--- src/rtl/core/bchd_pkg.sv ---
`default_nettype none

package bchd_pkg;

  // Button phase, one per button entry
  typedef enum logic [1:0] {
    PH_IDLE     = 2'd0,
    PH_DEBOUNCE = 2'd1,
    PH_CLICK    = 2'd2,
    PH_HOLD     = 2'd3
  } phase_t;

  // Reported event
  typedef enum logic [1:0] {
    EV_NONE  = 2'd0,
    EV_CLICK = 2'd1,
    EV_HOLD  = 2'd2
  } event_t;

  // Configuration register indexes
  typedef enum logic [1:0] {
    REG_DEBOUNCE = 2'd0,
    REG_CLICK    = 2'd1,
    REG_HOLD     = 2'd2
  } reg_idx_t;

  localparam int unsigned TIME_W  = 32;
  localparam int unsigned DELAY_W = 16;

  localparam logic [DELAY_W-1:0] DEBOUNCE_RESET = 16'd20;
  localparam logic [DELAY_W-1:0] CLICK_RESET    = 16'd180;
  localparam logic [DELAY_W-1:0] HOLD_RESET     = 16'd500;

  typedef struct packed {
    logic [DELAY_W-1:0] debounce_ms;
    logic [DELAY_W-1:0] click_window_ms;
    logic [DELAY_W-1:0] hold_delay_ms;
  } cfg_t;

  // One button's stored state
  typedef struct packed {
    phase_t            phase;
    logic [TIME_W-1:0] deadline;
  } entry_t;

  localparam entry_t ENTRY_RESET = '{phase: PH_IDLE, deadline: '0};

  // Outcome of one check
  typedef struct packed {
    event_t ev;
    entry_t entry;
  } step_res_t;

endpackage

`default_nettype wire

--- src/rtl/core/button_click_hold_detector.sv ---
`default_nettype none

// Click/hold detector for up to BUTTONS buttons (only indexes 0 to 3 can be
// addressed; a check of an index at or beyond BUTTONS changes nothing and
// reports no event in phase idle). One check is taken every clock while the
// input is not stalled: the transfer reads the button's phase and deadline
// from the state memory, and when the update stage goes on it updates the
// entry and loads the output register. A stalled result holds the update
// stage and then stalls the input. Back-to-back checks of the same button are
// served by forwarding the write-back into the memory read. The state is
// ready straight after reset, with no clearing pass. Configuration writes
// take effect on the next check.
module button_click_hold_detector #(
  parameter int BUTTONS = 4
) (
  input  wire logic                          clk,
  input  wire logic                          rst_n,
  // check channel
  input  wire logic                          in_valid,
  output logic                               in_stall,
  input  wire logic [1:0]                    in_button_index,
  input  wire logic [bchd_pkg::TIME_W-1:0]   in_now_ms,
  input  wire logic                          in_pressed,
  input  wire logic                          in_interrupt_flag,
  // result channel
  output logic                               out_valid,
  input  wire logic                          out_stall,
  output logic [1:0]                         out_event_code,
  output logic [1:0]                         out_phase_after,
  // configuration
  input  wire logic                          cfg_we,
  input  wire logic [1:0]                    cfg_index,
  input  wire logic [bchd_pkg::DELAY_W-1:0]  cfg_data
);
  import bchd_pkg::*;

  localparam int DEPTH = (BUTTONS < 4) ? BUTTONS : 4;
  localparam int AW    = (DEPTH > 1) ? $clog2(DEPTH) : 1;

  cfg_t              cfg;
  entry_t            rd_entry;
  step_res_t         res;

  logic              in_fire;
  logic              in_range;
  logic              s1_go;
  logic              s1_fire;
  logic              out_fire;
  logic              wr_en;

  logic              s1_valid_r;
  logic              s1_valid_nxt;
  logic [AW-1:0]     s1_addr_r;
  logic              s1_in_range_r;
  logic [TIME_W-1:0] s1_now_r;
  logic              s1_pressed_r;
  logic              s1_irq_r;

  logic              out_valid_r;
  logic              out_valid_nxt;
  event_t            out_ev_r;
  phase_t            out_phase_r;

  // Handshake
  assign in_range = 32'(in_button_index) < 32'(BUTTONS);
  assign s1_go    = !out_valid_r || !out_stall;
  assign s1_fire  = s1_valid_r && s1_go;
  assign in_stall = s1_valid_r && !s1_go;
  assign in_fire  = in_valid && !in_stall;
  assign out_fire = out_valid_r && !out_stall;
  assign wr_en    = s1_fire && s1_in_range_r;

  bchd_cfg u_cfg (
    .clk       (clk),
    .rst_n     (rst_n),
    .cfg_we    (cfg_we),
    .cfg_index (cfg_index),
    .cfg_data  (cfg_data),
    .cfg       (cfg)
  );

  bchd_state_mem #(
    .DEPTH (DEPTH),
    .AW    (AW)
  ) u_mem (
    .clk     (clk),
    .rst_n   (rst_n),
    .rd_en   (in_fire),
    .rd_addr (in_button_index[AW-1:0]),
    .rd_data (rd_entry),
    .wr_en   (wr_en),
    .wr_addr (s1_addr_r),
    .wr_data (res.entry)
  );

  bchd_step u_step (
    .cur            (rd_entry),
    .cfg            (cfg),
    .now_ms         (s1_now_r),
    .pressed        (s1_pressed_r),
    .interrupt_flag (s1_irq_r),
    .res            (res)
  );

  // Advance the update stage
  always_comb begin
    s1_valid_nxt = s1_valid_r;
    if (in_fire) begin
      s1_valid_nxt = 1'b1;
    end else if (s1_fire) begin
      s1_valid_nxt = 1'b0;
    end
  end

  // Hold or refill the result register
  always_comb begin
    out_valid_nxt = out_valid_r;
    if (s1_fire) begin
      out_valid_nxt = 1'b1;
    end else if (out_fire) begin
      out_valid_nxt = 1'b0;
    end
  end

  always_ff @(posedge clk) begin
    if (!rst_n) begin
      s1_valid_r  <= 1'b0;
      out_valid_r <= 1'b0;
    end else begin
      s1_valid_r  <= s1_valid_nxt;
      out_valid_r <= out_valid_nxt;
    end
  end

  // Capture the check alongside the memory read
  always_ff @(posedge clk) begin
    if (in_fire) begin
      s1_addr_r     <= in_button_index[AW-1:0];
      s1_in_range_r <= in_range;
      s1_now_r      <= in_now_ms;
      s1_pressed_r  <= in_pressed;
      s1_irq_r      <= in_interrupt_flag;
    end
  end

  // Load the result; an ignored check reports idle with no event
  always_ff @(posedge clk) begin
    if (s1_fire) begin
      if (s1_in_range_r) begin
        out_ev_r    <= res.ev;
        out_phase_r <= res.entry.phase;
      end else begin
        out_ev_r    <= EV_NONE;
        out_phase_r <= PH_IDLE;
      end
    end
  end

  assign out_valid       = out_valid_r;
  assign out_event_code  = out_ev_r;
  assign out_phase_after = out_phase_r;

endmodule

`default_nettype wire

--- src/rtl/core/bchd_cfg.sv ---
`default_nettype none

module bchd_cfg (
  input  wire logic                      clk,
  input  wire logic                      rst_n,
  input  wire logic                      cfg_we,
  input  wire logic [1:0]                cfg_index,
  input  wire logic [bchd_pkg::DELAY_W-1:0] cfg_data,
  output bchd_pkg::cfg_t                 cfg
);
  import bchd_pkg::*;

  cfg_t cfg_r;
  cfg_t cfg_nxt;

  // Select the register addressed by a write; unknown indexes are dropped
  always_comb begin
    cfg_nxt = cfg_r;
    if (cfg_we) begin
      unique case (reg_idx_t'(cfg_index))
        REG_DEBOUNCE: cfg_nxt.debounce_ms     = cfg_data;
        REG_CLICK:    cfg_nxt.click_window_ms = cfg_data;
        REG_HOLD:     cfg_nxt.hold_delay_ms   = cfg_data;
        default:      cfg_nxt = cfg_r;
      endcase
    end
  end

  always_ff @(posedge clk) begin
    if (!rst_n) begin
      cfg_r.debounce_ms     <= DEBOUNCE_RESET;
      cfg_r.click_window_ms <= CLICK_RESET;
      cfg_r.hold_delay_ms   <= HOLD_RESET;
    end else begin
      cfg_r <= cfg_nxt;
    end
  end

  assign cfg = cfg_r;

endmodule

`default_nettype wire

--- src/rtl/core/bchd_state_mem.sv ---
`default_nettype none

module bchd_state_mem #(
  parameter int DEPTH = 4,
  parameter int AW    = 2
) (
  input  wire logic              clk,
  input  wire logic              rst_n,
  input  wire logic              rd_en,
  input  wire logic [AW-1:0]     rd_addr,
  output bchd_pkg::entry_t       rd_data,
  input  wire logic              wr_en,
  input  wire logic [AW-1:0]     wr_addr,
  input  wire bchd_pkg::entry_t  wr_data
);
  import bchd_pkg::*;

  entry_t           mem_r [DEPTH];
  logic [DEPTH-1:0] valid_r;
  entry_t           rd_q_r;
  logic             rd_hit_r;
  logic             fwd;

  // A write to the entry being read in the same cycle wins over the array
  assign fwd = wr_en && (wr_addr == rd_addr);

  always_ff @(posedge clk) begin
    if (wr_en) begin
      mem_r[wr_addr] <= wr_data;
    end
    if (rd_en) begin
      if (fwd) begin
        rd_q_r <= wr_data;
      end else begin
        rd_q_r <= mem_r[rd_addr];
      end
    end
  end

  // Track written entries; unwritten ones read as the reset entry
  always_ff @(posedge clk) begin
    if (!rst_n) begin
      valid_r  <= '0;
      rd_hit_r <= 1'b0;
    end else begin
      if (wr_en) begin
        valid_r[wr_addr] <= 1'b1;
      end
      if (rd_en) begin
        rd_hit_r <= fwd || valid_r[rd_addr];
      end
    end
  end

  assign rd_data = rd_hit_r ? rd_q_r : ENTRY_RESET;

endmodule

`default_nettype wire

--- src/rtl/core/bchd_step.sv ---
`default_nettype none

module bchd_step (
  input  wire bchd_pkg::entry_t            cur,
  input  wire bchd_pkg::cfg_t              cfg,
  input  wire logic [bchd_pkg::TIME_W-1:0] now_ms,
  input  wire logic                        pressed,
  input  wire logic                        interrupt_flag,
  output bchd_pkg::step_res_t              res
);
  import bchd_pkg::*;

  logic              expired;
  phase_t            phase_nxt;
  event_t            ev;
  logic [TIME_W-1:0] deadline_nxt;

  // Plain unsigned compare, no wrap handling
  assign expired = now_ms > cur.deadline;

  // Next phase
  always_comb begin
    phase_nxt = cur.phase;
    unique case (cur.phase)
      PH_IDLE: begin
        if (interrupt_flag && pressed) phase_nxt = PH_DEBOUNCE;
      end
      PH_DEBOUNCE: begin
        if (pressed && expired)         phase_nxt = PH_CLICK;
        else if (!pressed && !expired)  phase_nxt = PH_IDLE;
      end
      PH_CLICK: begin
        if (!pressed && !expired)       phase_nxt = PH_IDLE;
        else if (pressed && expired)    phase_nxt = PH_HOLD;
      end
      PH_HOLD: begin
        if (!pressed)                   phase_nxt = PH_IDLE;
      end
      default: phase_nxt = cur.phase;
    endcase
  end

  // Event and new deadline
  always_comb begin
    ev           = EV_NONE;
    deadline_nxt = cur.deadline;
    unique case (cur.phase)
      PH_IDLE: begin
        if (interrupt_flag && pressed) begin
          deadline_nxt = now_ms + TIME_W'(cfg.debounce_ms);
        end
      end
      PH_DEBOUNCE: begin
        if (pressed && expired) begin
          deadline_nxt = now_ms + TIME_W'(cfg.click_window_ms);
        end
      end
      PH_CLICK: begin
        if (!pressed && !expired) begin
          ev = EV_CLICK;
        end else if (pressed && expired) begin
          deadline_nxt = now_ms + TIME_W'(cfg.hold_delay_ms);
        end
      end
      PH_HOLD: begin
        if (pressed && expired) ev = EV_HOLD;
      end
      default: ev = EV_NONE;
    endcase
  end

  assign res.ev             = ev;
  assign res.entry.phase    = phase_nxt;
  assign res.entry.deadline = deadline_nxt;

endmodule

`default_nettype wire

--- config.mk ---
export PLATFORM = sky130hd
export DESIGN_NAME = button_click_hold_detector
export DESIGN_NICKNAME = d
export VERILOG_FILES = /design/src/rtl/core/bchd_pkg.sv /design/src/rtl/core/button_click_hold_detector.sv /design/src/rtl/core/bchd_cfg.sv /design/src/rtl/core/bchd_state_mem.sv /design/src/rtl/core/bchd_step.sv
export SDC_FILE = /design/constraint.sdc
export NUM_CORES = 1
export LEC_CHECK = 0
export CORE_MARGIN = 2
export CORE_UTILIZATION = 44
export CTS_BUF_LIST = sky130_fd_sc_hd__clkbuf_16
export CTS_CLUSTER_DIAMETER = 60
export DETAILED_ROUTE_END_ITERATION = 16
export DONT_BUFFER_PORTS = 1
export GPL_ROUTABILITY_DRIVEN = 0
export PLACE_DENSITY = 0.63
export SETUP_SLACK_MARGIN = 0.05
export SYNTH_ARGS = -nofsm -noshare
export SYNTH_HDL_FRONTEND = slang
export SYNTH_HIERARCHICAL = 1
export SYNTH_SLANG_ARGS = --single-unit
--- constraint.sdc ---
create_clock -name clk -period 7.6 [get_ports clk]
set_input_delay 0.38 -clock clk [delete_from_list [all_inputs] [get_ports clk]]
set_output_delay 0.38 -clock clk [all_outputs]
set_load 0.05 [all_outputs]
### After elaboration in Yosys (flattened, before gate mapping)

Memories as Yosys holds them, arrays and structs flattened. A register that Yosys moved wholly into a read port is not among the register bits.
Index checks and enable logic that the tools add are counted.

| storage, ports and cells | value |
|---|---|
| register bits | 95 |
| bits in writable memories | 136 |
| bits of input ports | 59 |
| memories kept | 1 |

Memory list:

| name | words | width | rd ports | clocked after Yosys merged registers in | write ports | line | source |
|---|---|---|---|---|---|---|---|
| u_mem.mem_r | 4 | 34 | 1 | 1 | 1 | bchd_state_mem.sv:18 | `entry_t mem_r [DEPTH];` |

| operators by class | value |
|---|---|
| add/subtract/negate cells | 3 |
| $lt $le $gt $ge | 4 |
| eq/ne operators | 6 |
| muxes and demuxes | 26 |
| bitwise logic cells | 1 |
| reduce and logical (&&, ||, !) cells | 24 |

Operators with widths:

| kind | count |
|---|---|
| 32-bit 2-to-1 mux | 4 |
| 32-bit by 16-bit adder with 32-bit output | 3 |
| 32-bit one-hot mux with 3 select lines | 1 |
| 34-bit 2-to-1 mux | 1 |
| 32-bit greater-than comparator | 1 |
| 2-bit 2-to-1 mux | 7 |
| 1-bit logical AND | 9 |
| 1-bit 2-to-1 mux | 9 |
| 2-bit one-hot mux with 4 select lines | 1 |
| 2-bit equality test, second input constant | 3 |
| 1-bit zero test | 6 |
| 2-bit by 3-bit less-than comparator with 1-bit output, second input constant | 2 |
| 2-bit AND reduction | 3 |
| 2-bit by 1-bit equality test with 1-bit output, second input constant | 2 |
| 2-bit zero test | 2 |
| 4-bit OR | 1 |
| 2-bit one-hot mux with 2 select lines | 1 |
| 2-bit nonzero test | 2 |
| 1-bit binary-select mux with 2-bit select | 1 |
| 1-bit demux with 2-bit select | 1 |
| 2-bit equality test | 1 |
| 2-bit by 1-bit greater-or-equal comparator with 1-bit output, second input constant | 1 |
| 1-bit logical OR | 2 |

### Depth between registers and ports, before layout

Gate-level depths: netlist of run 1.

| logic depth | value |
|---|---|
| depth in word-level cells | 7 |
| mapped depth | 15 |
| depth with buffers taken out | 12 |

### Modules after synthesis

Netlist of run 1, hierarchy kept.

Modules (own cells, without submodules):

| module | times used | cells each | area each (um^2) | seq. area each (um^2) |
|---|---|---|---|---|
| bchd_state_mem | 1 | 307 | 6960.4 | 5205.0 |
| bchd_step | 1 | 709 | 4853.4 | 0.0 |
| bchd_cfg | 1 | 181 | 1874.3 | 960.9 |
| button_click_hold_detector | 1 | 48 | 1285.0 | 1241.2 |

### Least setup slack after synthesis of run 1

OpenSTA, ideal clock, no wires.

| path | value |
|---|---|
| path type | register to register |
| start point | reg out_valid_r (netlist: out_valid) |
| end point | reg u_mem.rd_hit_r |
| library setup time | 0.090 ns |
| arrival | 4.438 ns |
| required time | 7.510 ns |
| path slack | 3.072 ns |
| stages on the path, launching flop included | 5 |
| clock period less this slack | 4.528 ns |
| cells stage by stage | dfxtp_1 -> and3_4 -> nor2b_1 -> o21ai_0 -> a31oi_1 |

| on the way | value |
|---|---|
| cells in the longest elaborated chain, start to end | 6 |
| elaborated cells between the ends (all ways) | 9 |
| those cells by class | 9 x reduce/logical |

RTL lines:

| item | line | source |
|---|---|---|
| from (decl) | button_click_hold_detector.sv:59 | `logic out_valid_r;` |
| from (signal assigned) | button_click_hold_detector.sv:131 | `out_valid_r <= out_valid_nxt;` |
| 1-bit zero test | button_click_hold_detector.sv:66 | `assign s1_go = !out_valid_r \|\| !out_stall;` |
| 1-bit logical OR | button_click_hold_detector.sv:66 |  |
| 1-bit zero test | button_click_hold_detector.sv:68 | `assign in_stall = s1_valid_r && !s1_go;` |
| 1-bit logical AND | button_click_hold_detector.sv:68 |  |
| via in_stall | button_click_hold_detector.sv:20 | `output logic in_stall,` |
| 1-bit zero test | button_click_hold_detector.sv:69 | `assign in_fire = in_valid && !in_stall;` |
| 1-bit logical AND | button_click_hold_detector.sv:69 |  |
| via in_fire | button_click_hold_detector.sv:44 | `logic in_fire;` |
| to (signal assigned) | bchd_state_mem.sv:50 | `rd_hit_r <= fwd \|\| valid_r[rd_addr];` |
| to (decl) | bchd_state_mem.sv:21 | `logic rd_hit_r;` |

The timed path passes the listed nets, and every way through them passes these cells.
A chain may end at the register's enable or synchronous reset.

==> qor.txt, run 1 <==
initial core utilization = 44.65%
critical path launch point type = register
Fin. Hold Viols = 0
vias in the first global route = 10,422
post-CTS setup repair buffer count = 0
grt met2 use = 33.34%
Comb pwr share = 13.1%
Synth cell types = 87
Vias = 10,661
GRT met3 Usage = 3.185%
critical path required time = 7.92 ns
CTS H-tree lvls = 1
Area growth, synth to finish = 12.94%
post-cts resize count = 0
initial DRC count = 1,214
Tmin final = 5.117 ns
HP Class = in -> reg
max-slew violations = 0
CP arrival = 5.44 ns
Pint = 0.002665 W
Seq pwr share = 47.1%
die area = 35,520 um2
First-pass DRT Iterations = 6
clock group share of total power = 39.8%
grt peak-use layer = met2
fin area = 16,910 um2
met1 Use GR = 31.87%
mapped cell area = 14,970 um2
yosys warns = 6
port bufs = 0
total negative slack = 0 ns
skew final = 0.01279 ns
number of antenna violations at the first check in global routing = 0
net switching power = 0.0009337 W
die height = 188.5 um
hold slack final = 0.02133 ns
proportion of layout cells with a drive suffix above 1 = 11.44%
max-cap viol count = 0
Syn Area/Cell = 12.03 um2
IO Pins = 65
synthesized flop and latch total = 265
Antenna Nets Post-Route = 0
overall routing resource usage = 21.94%
Cell Rows = 67
number of flops mapped to enable cells by yosys = 210
Worst Path Max Fanout = 35
nets@finish = 1,437
Slew Limit Headroom = 20.69%
crit path capture type = register
grt ovf = 0
largest net degree at the start of global routing = 45
Static Leak = 6.162 nW
Vias/cell = 6.030
Synth area leaders = edfxtp_1 (42%), dfxtp_1 (7.4%), ha_1 (6.7%), mux4_2 (4.4%), mux2i_1 (3.2%)
placed cell areas = 15,330 um2
Skew-Pair Late Insertion Delay = 0.58 ns
Die W = 188.5 um
share of the synthesized area in the top cell type = 42.12%
period utilization = 67.33%
Post-DP HPWL = 26,120 um
RSZ-0062 raised after global routing = false
commonest cells in the netlist = edfxtp_1 (210), nand2_1 (99), ha_1 (80), a21oi_1 (64), nor2_1 (58)
syn_nets = 1,387
Power Density = 212.8 nW/um2
Num CTS Buffers = 31
DR DRC count = 0
Longest Clk Path Bufs = 3
Sw Share = 25.94%
CTS tree = built
FFs w/ async S/R, synth = 0%
Seq/Total Area, Yosys = 49.47%
count leader, synth = edfxtp_1
Final setup violation count = 0
first-pass GRT wire length = 60,270 um
Antenna Cells = 0
WL final = 39,290 um
Main synth FF type = edfxtp_1
cell taking the most area after synthesis = edfxtp_1
Worst Tran Pin Value = 1.190 ns
area of the core = 33,530 um2
Max Freq = 195.4 MHz
clock root cell = clkbuf_16
clk sink count = 265
clock slew at reported path FFs = 0.06 ns
WL/cell = 22.22 um
worst vdd ir = 0.2378 mV
status = finished, final reports clean
cell count after synthesis = 1,245
kind of critical path = reg -> reg
-- kinds of logic (layout without fill, tap and decap cells) --
logic type	Yosys count	in the layout	synth area share [%]
fa+ha+maj	83	83	7.086
xor+xnor	54	54	3.259
flops	265	265	49.47
simple gates	346	346	12.10
buf+inv	102	177	3.451
mux	119	119	12.06
compound gates	276	276	12.58
-- layout make-up --
| type | count | area [um2] |
|---|---|---|
| timing repair buffer | 69 | 670.6 |
| clock inverter | 27 | 225.2 |
| clock buffer | 31 | 775.7 |
| inverter | 50 | 187.7 |
| fill | 2909 | 16620 |
| multi-input combinational | 878 | 7084 |
| tap | 448 | 560.5 |
| sequential | 265 | 7407 |
-- final timing paths --
kind                    startpoint          endpoint  slack, ns  depth (start not counted)
hold / removal         cfg_data[0]      u_cfg/cfg[0]       0.02                          2
setup / recovery    u_mem/rd_hit_r  u_mem/rd_q_r[21]       2.48                         12
hold reg to reg   u_mem/valid_r[0]  u_mem/valid_r[0]       0.47                          1
setup reg to reg    u_mem/rd_hit_r  u_mem/rd_q_r[21]       2.48                         12
-- layer usage --
layer  routed length (um)  vias to the layer above  share of wire, %
met2                17070                      453                43
met5                    0                        -                 0
li1                     -                     4891                 -
met3                 2664                      104               6.8
met1                18000                     5213                46
met4                 1560                        0               4.0
-- cell usage in the layout, fill, tap and decap left out, types with 36 or more instances in the layout --
cell,count
and2_1,36
dfxtp_1,55
nor2_1,57
ha_1,80
a21oi_1,64
nand2_1,99
inv_1,53
mux2i_1,48
dlygate4sd3_1,56
o21ai_0,56
edfxtp_1,210
-- critical path, cell delays in order (launching register included) --
cell      delay (ns)
dfxtp_1         1.10
and2_1          0.30
inv_1           0.06
ha_1            0.29
nand4_1         0.16
or4_1           0.67
a21oi_1         0.17
nand4b_1        0.23
o211ai_2        0.11
o21a_1          0.63
a221o_1         0.52
a311o_1         0.34
mux2_4          0.29
-- flip-flops by register name (all words and copies together), names as in the netlist --
name	flops
s1_addr_r	2
u_mem/rd_hit_r	1
s1_pressed_r	1
u_cfg/cfg	48
out_phase_after	2
s1_irq_r	1
out_event_code	2
s1_now_r	32
s1_valid_r	1
u_mem/rd_q_r	34
u_mem/mem_r	136
u_mem/valid_r	4
out_valid	1
-- through the flow --
stage / utilization, % / worst slack (ns) / power, W / instances
after floorplan: - / 3.072 / 0.002049 / 1245
after global placement: 45.72 / 2.595 / 0.002149 / 1653
after detailed placement: 45.72 / 2.509 / 0.002157 / 1653
after CTS: 50.43 / 2.493 / 0.003627 / 1768
after global routing: 50.43 / 2.262 / 0.003734 / 1768
final: 50.43 / 2.483 / 0.003599 / 1768
-- power groups by stage --
stage          clock network [W]  logic (W)  registers (W)
2_1_floorplan                  0   0.000352        0.00170
3_3_place_gp                   0   0.000426        0.00172
3_5_place_dp                   0   0.000433        0.00172
4_1_cts                  0.00147   0.000466        0.00169
5_1_grt                  0.00152   0.000512        0.00170
6_report                 0.00143   0.000472        0.00169
-- timing repair --
item | CTS | global route
endpoints found under the setup margin | 0 | 0
hold buffers | 57 | 0
endpoints found under the hold margin | 91 | 0
Note: power is estimated with default switching activity, not from simulation.
==> run 2: changes to the inputs <==
==> constraint.sdc (replaced) <==
create_clock -name clk -period 5.25 [get_ports clk]
set_input_delay 0.2625 -clock clk [delete_from_list [all_inputs] [get_ports clk]]
set_output_delay 0.2625 -clock clk [all_outputs]
set_load 0.05 [all_outputs]
==> run 2 against run 1 <==
Fmax up 14%. The flow now finishes with violations (design-rule violations). Critical path type unchanged. Register-to-register slack got worse by 1.7 ns. Clock power is 59% higher.
==> qor.txt, run 2 (synthesis gave the netlist of run 1 again) <==
Crit-path slowest cell = nor4_1
RSZ-0062 raised after global routing = false
largest net degree at the start of global routing = 69
critical path launch point type = register
DR top layer = met4
vias in the first global route = 10,804
crit-path max cell delay = 0.58 ns
Static Leak = 6.244 nW
HP Class = in -> reg
critical path required time = 5.52 ns
die area = 35,520 um2
overall routing resource usage = 22.66%
Fin. Hold Viols = 0
Slew Limit Headroom = 26.74%
nets@finish = 1,449
clock root cell = clkbuf_16
Final setup violation count = 0
placed cell areas = 15,380 um2
Area growth, synth to finish = 14.19%
grt ovf = 0
commonest cells after routing, fill and taps aside = edfxtp_1 (210), nand2_1 (99), ha_1 (80), a21oi_1 (64)
metal2 WL = 18,520 um
post-cts resize count = 0
number of antenna violations at the first check in global routing = 1
Post-DP HPWL = 26,350 um
CTS tree = built
initial core utilization = 44.65%
max FFs per register = 136
kind of critical path = reg -> reg
crit path capture type = register
CP cell instances = buf_4, and2_1, inv_1, ha_1, nand4_1, nor4_1, a311oi_1, a21oi_1, o211ai_2, buf_4, nor2_1, a211oi_1, o32a_1, mux2_4
CTS H-tree lvls = 2
Met1 Wirelength = 17,480 um
initial DRC count = 1,100
Power Density = 317.3 nW/um2
first-pass GRT wire length = 62,180 um
period utilization = 85.62%
proportion of layout cells with a drive suffix above 1 = 12.39%
WL/cell = 22.42 um
commonest non-fill, non-tap cell in the layout = edfxtp_1
Max Freq = 222.5 MHz
total negative slack = 0 ns
met3 WL = 2728 um
die height = 188.5 um
First-pass DRT Iterations = 11
fin area = 17,100 um2
DR DRC count = 1
Buf/Inv on CP = 3
Worst Path Max Fanout = 21
port bufs = 0
IO Pins = 65
area of the core = 33,530 um2
WL final = 39,910 um
Crit path depth = 14
Worst Tran Pin Value = 1.099 ns
Longest Clk Path Bufs = 3
family with the most delay on the worst path = simple AND/OR/NAND/NOR gates
max-slew violations = 0
clk sink count = 265
Worst path most repeated cell = buf_4
Skew-Pair Late Insertion Delay = 0.52 ns
Antenna Nets Post-Route = 0
Num CTS Buffers = 34
Tmin final = 4.495 ns
worst vdd ir = 0.2324 mV
hold depth = 2
Antenna Cells = 0
max-cap viol count = 0
skew final = 0.01395 ns
Worst R2R Path Depth = 14
status = finished with violations
post-CTS setup repair buffer count = 0
Largest Register = u_mem/mem_r
CP arrival = 4.76 ns
fill cell count = 2,927
Cell Rows = 67
Die W = 188.5 um
Vias/cell = 6.022
CTS Hold Bufs = 58
failing checks = design-rule violations
Vias = 10,720
clock slew at reported path FFs = 0.06 ns
==> run 2: layer usage <==
metal / global-route usage [%] / vias to the layer above
met3: 3.185 / 79
met1: 31.65 / 5287
met2: 36.11 / 441
li1: - / 4913
met4: 8.233 / 0
met5: 0 / -
==> run 2: path summary, 6_finish.rpt <==
check | slack, ns | endpoint | start
max | 0.75 | u_mem/rd_q_r[20] | u_mem/rd_hit_r
min | 0.04 | u_cfg/cfg[5] | rst_n
max reg2reg | 0.75 | u_mem/rd_q_r[20] | u_mem/rd_hit_r
min reg2reg | 0.46 | u_mem/valid_r[1] | u_mem/valid_r[1]
==> run 2: power by group <==
part           total (W)  switching (W)  internal [W]
registers        0.00244      0.0000669       0.00238
clock network    0.00228       0.000901       0.00138
logic           0.000699       0.000404      0.000295
total            0.00543        0.00137       0.00405
==> run 2: area by class of cell <==
class,count,area (um2),share of cell area (%)
sequential,265,7407,43.32
timing repair buffer,78,748.2,4.376
clock buffer,37,925.9,5.415
tap,448,560.5,3.278
multi-input combinational,878,7078,41.40
clock inverter,24,190.2,1.112
inverter,50,187.7,1.098
==> run 2: metrics by stage <==
stage	hold slack (ns)	setup slack [ns]	std cells	utilization, %	power [W]
6_report	0.03787	0.7549	1780	50.99	0.005425
5_1_grt	0.02938	0.4189	1780	50.99	0.005627
4_1_cts	0.01583	0.8411	1780	50.99	0.005457
3_5_place_dp	0.3614	0.8718	1661	45.88	0.003127
3_3_place_gp	0.3614	1.035	1661	45.88	0.003115
2_1_floorplan	0.3614	0.7222	1245	-	0.002966
==> run 3: changes to the inputs <==
--- a/config.mk
+++ b/config.mk
@@ -5,6 +5,7 @@
 export SDC_FILE = /design/constraint.sdc
 export NUM_CORES = 1
 export LEC_CHECK = 0
+export ABC_AREA = 1
 export CORE_MARGIN = 2
 export CORE_UTILIZATION = 44
 export CTS_BUF_LIST = sky130_fd_sc_hd__clkbuf_16
==> run 3 against run 2 <==
The flow now finishes without violations. Count of clock-buffer cells in the layout shrank 8. Design area is 8.3% higher. Hold slack worse by 0.016 ns. Flip-flop and latch count is the same.
==> qor.txt, run 3 <==
period utilization = 76.08%
proportion of layout cells with a drive suffix above 1 = 6.013%
non-filler instance count after layout = 2,723
post-CTS setup repair buffer count = 0
Area growth, synth to finish = 11.50%
CP arrival = 4.41 ns
Synth area leaders = edfxtp_1 (38%), nand2_1 (13%), dfxtp_1 (6.6%), ha_1 (6.0%), nor2_1 (5.9%)
port bufs = 0
Cell Rows = 71
DR DRC count = 0
Setup WS pre-CTS = 1.342 ns
commonest cells after routing, fill and taps aside = nand2_1 (582), nor2_1 (260), inv_1 (241), edfxtp_1 (210), nand3_1 (195)
Power Density = 285.8 nW/um2
Worst Tran Pin Value = 1.248 ns
Static Leak = 8.138 nW
Vias/cell = 5.448
skew final = 0.02878 ns
max-slew violations = 0
worst vdd ir = 0.2595 mV
count leader, synth = nand2_1
overall routing resource usage = 25.26%
status = finished, final reports clean
Fin. Hold Viols = 0
fill cell count = 3,601
Max Freq = 250.3 MHz
Post-DP HPWL = 34,680 um
Compound-Gate Fraction of Synth Area = 10.23%
Synth Area in Simple Gates = 29.67%
multiplexer share of the synthesized area = 0%
Antenna Nets Post-Route = 0
FFs w/ async S/R, synth = 0%
initial DRC count = 1,390
Adder-Cell Fraction of Synth Area = 6.388%
area of the core = 37,400 um2
clock slew at reported path FFs = 0.06 ns
Tmin final = 3.994 ns
total negative slack = 0 ns
cell count after synthesis = 2,153
kind of critical path = reg -> reg
commonest cells in the netlist = nand2_1 (582), nor2_1 (263), inv_1 (237), edfxtp_1 (210), nand3_1 (195)
Die W = 198.3 um
post-cts resize count = 0
number of antenna violations at the first check in global routing = 2
Longest Clk Path Bufs = 3
clock root cell = clkbuf_16
syn_nets = 2,295
placed cell count = 2,606
First-pass DRT Iterations = 5
clk sink count = 265
initial core utilization = 44.41%
vias in the first global route = 13,819
WL final = 49,710 um
Worst Path Max Fanout = 25
hold slack final = 0.02162 ns
die height = 198.3 um
post-layout util = 49.52%
synthesized flop and latch total = 265
largest net degree at the start of global routing = 74
critical path required time = 5.67 ns
largest family of logic cells by synthesized area = simple AND/OR/NAND/NOR gates
Antenna Cells = 0
die area = 39,320 um2
crit path capture type = register
Skew-Pair Late Insertion Delay = 0.57 ns
share of the synthesized area in the top cell type = 37.97%
critical path launch point type = register
CTS H-tree lvls = 1
Num CTS Buffers = 28
Seq/Total Area, Yosys = 44.60%
cell taking the most area after synthesis = edfxtp_1
commonest non-fill, non-tap cell in the layout = nand2_1
number of flops mapped to enable cells by yosys = 210
Final setup violation count = 0
max-cap viol count = 0
Vias = 14,834
HP Class = in -> reg
PnR worst setup slack = 1.256 ns
Slew Limit Headroom = 16.53%
yosys warns = 6
WL/cell = 18.26 um
first-pass GRT wire length = 76,940 um
xor/xnor share of the synthesized area = 0.8438%
mapped cell area = 16,610 um2
Synth cell types = 53
CTS tree = built
Main synth FF type = edfxtp_1
nets@finish = 2,332
RSZ-0062 raised after global routing = false
CTS Hold Bufs = 65
Syn Area/Cell = 7.714 um2
IO Pins = 65
Largest Register = u_mem/mem_r
max FFs per register = 136
grt ovf = 0
[run 3: metrics by stage]
| step | power [W] | area, um2 |
|---|---|---|
| 2_1_floorplan | 0.003130 | 16610 |
| 3_3_place_gp | 0.003355 | 16980 |
| 3_5_place_dp | 0.003368 | 16980 |
| 4_1_cts | 0.005298 | 18520 |
| 5_1_grt | 0.005521 | 18520 |
| 6_report | 0.005293 | 18520 |
[run 3: cell families after synthesis]
logic type,Yosys count
AO/OA/AOI/OAI,322
AND/OR/NAND/NOR,1134
flip-flops,265
buffers and inverters,333
adder cells (fa/ha/maj),83
XOR/XNOR,16
[run 3: final cells by class]
type / count / area (um2) / area share, %
Multi-Input combinational cell: 1555 / 7851 / 42.40
Clock inverter: 23 / 152.6 / 0.8243
Clock buffer: 29 / 725.7 / 3.919
Inverter: 262 / 984.7 / 5.317
Sequential cell: 265 / 7407 / 40.00
Timing Repair Buffer: 78 / 758.2 / 4.094
Tap cell: 511 / 639.4 / 3.452
[run 3: report_power, final]
group | internal, W | switching [W] | total [W] | leakage, nW
Clock | 0.00105 | 0.000836 | 0.00189 | 0.451
Combinational | 0.000284 | 0.000636 | 0.000920 | 5.25
Sequential | 0.00240 | 0.0000877 | 0.00249 | 2.44
[run 3: worst paths after layout]
| check | from | endpoint | slack (ns) | cells past startpoint |
|---|---|---|---|---|
| max | u_mem/rd_hit_r | u_mem/rd_q_r[32] | 1.26 | 16 |
| max reg2reg | u_mem/rd_hit_r | u_mem/rd_q_r[32] | 1.26 | 16 |
| min reg2reg | u_mem/valid_r[2] | u_mem/valid_r[2] | 0.46 | 1 |
| min | rst_n | u_cfg/cfg[4] | 0.02 | 2 |
[run 3: per-layer routing]
layer / vias to the layer above / GRT usage, % / routed length, um
met5: - / 0 / 31
met4: 4 / 8.939 / 1695
met3: 106 / 4.514 / 3720
met2: 603 / 41.18 / 22550
met1: 6912 / 33.76 / 21710
li1: 7209 / - / -
[run 3: critical path, cell delays in order (launching register included)]
cell,delay [ns]
dfxtp_1,1.00
nand2_1,0.12
inv_1,0.12
inv_1,0.05
ha_1,0.29
nand2_1,0.09
nor2_2,0.14
nand2_2,0.09
nor4_4,0.29
nand2_1,0.12
nand2_2,0.26
nand3_4,0.30
inv_2,0.19
o21ai_0,0.09
o21ai_1,0.44
nand3_1,0.14
nand2_1,0.10
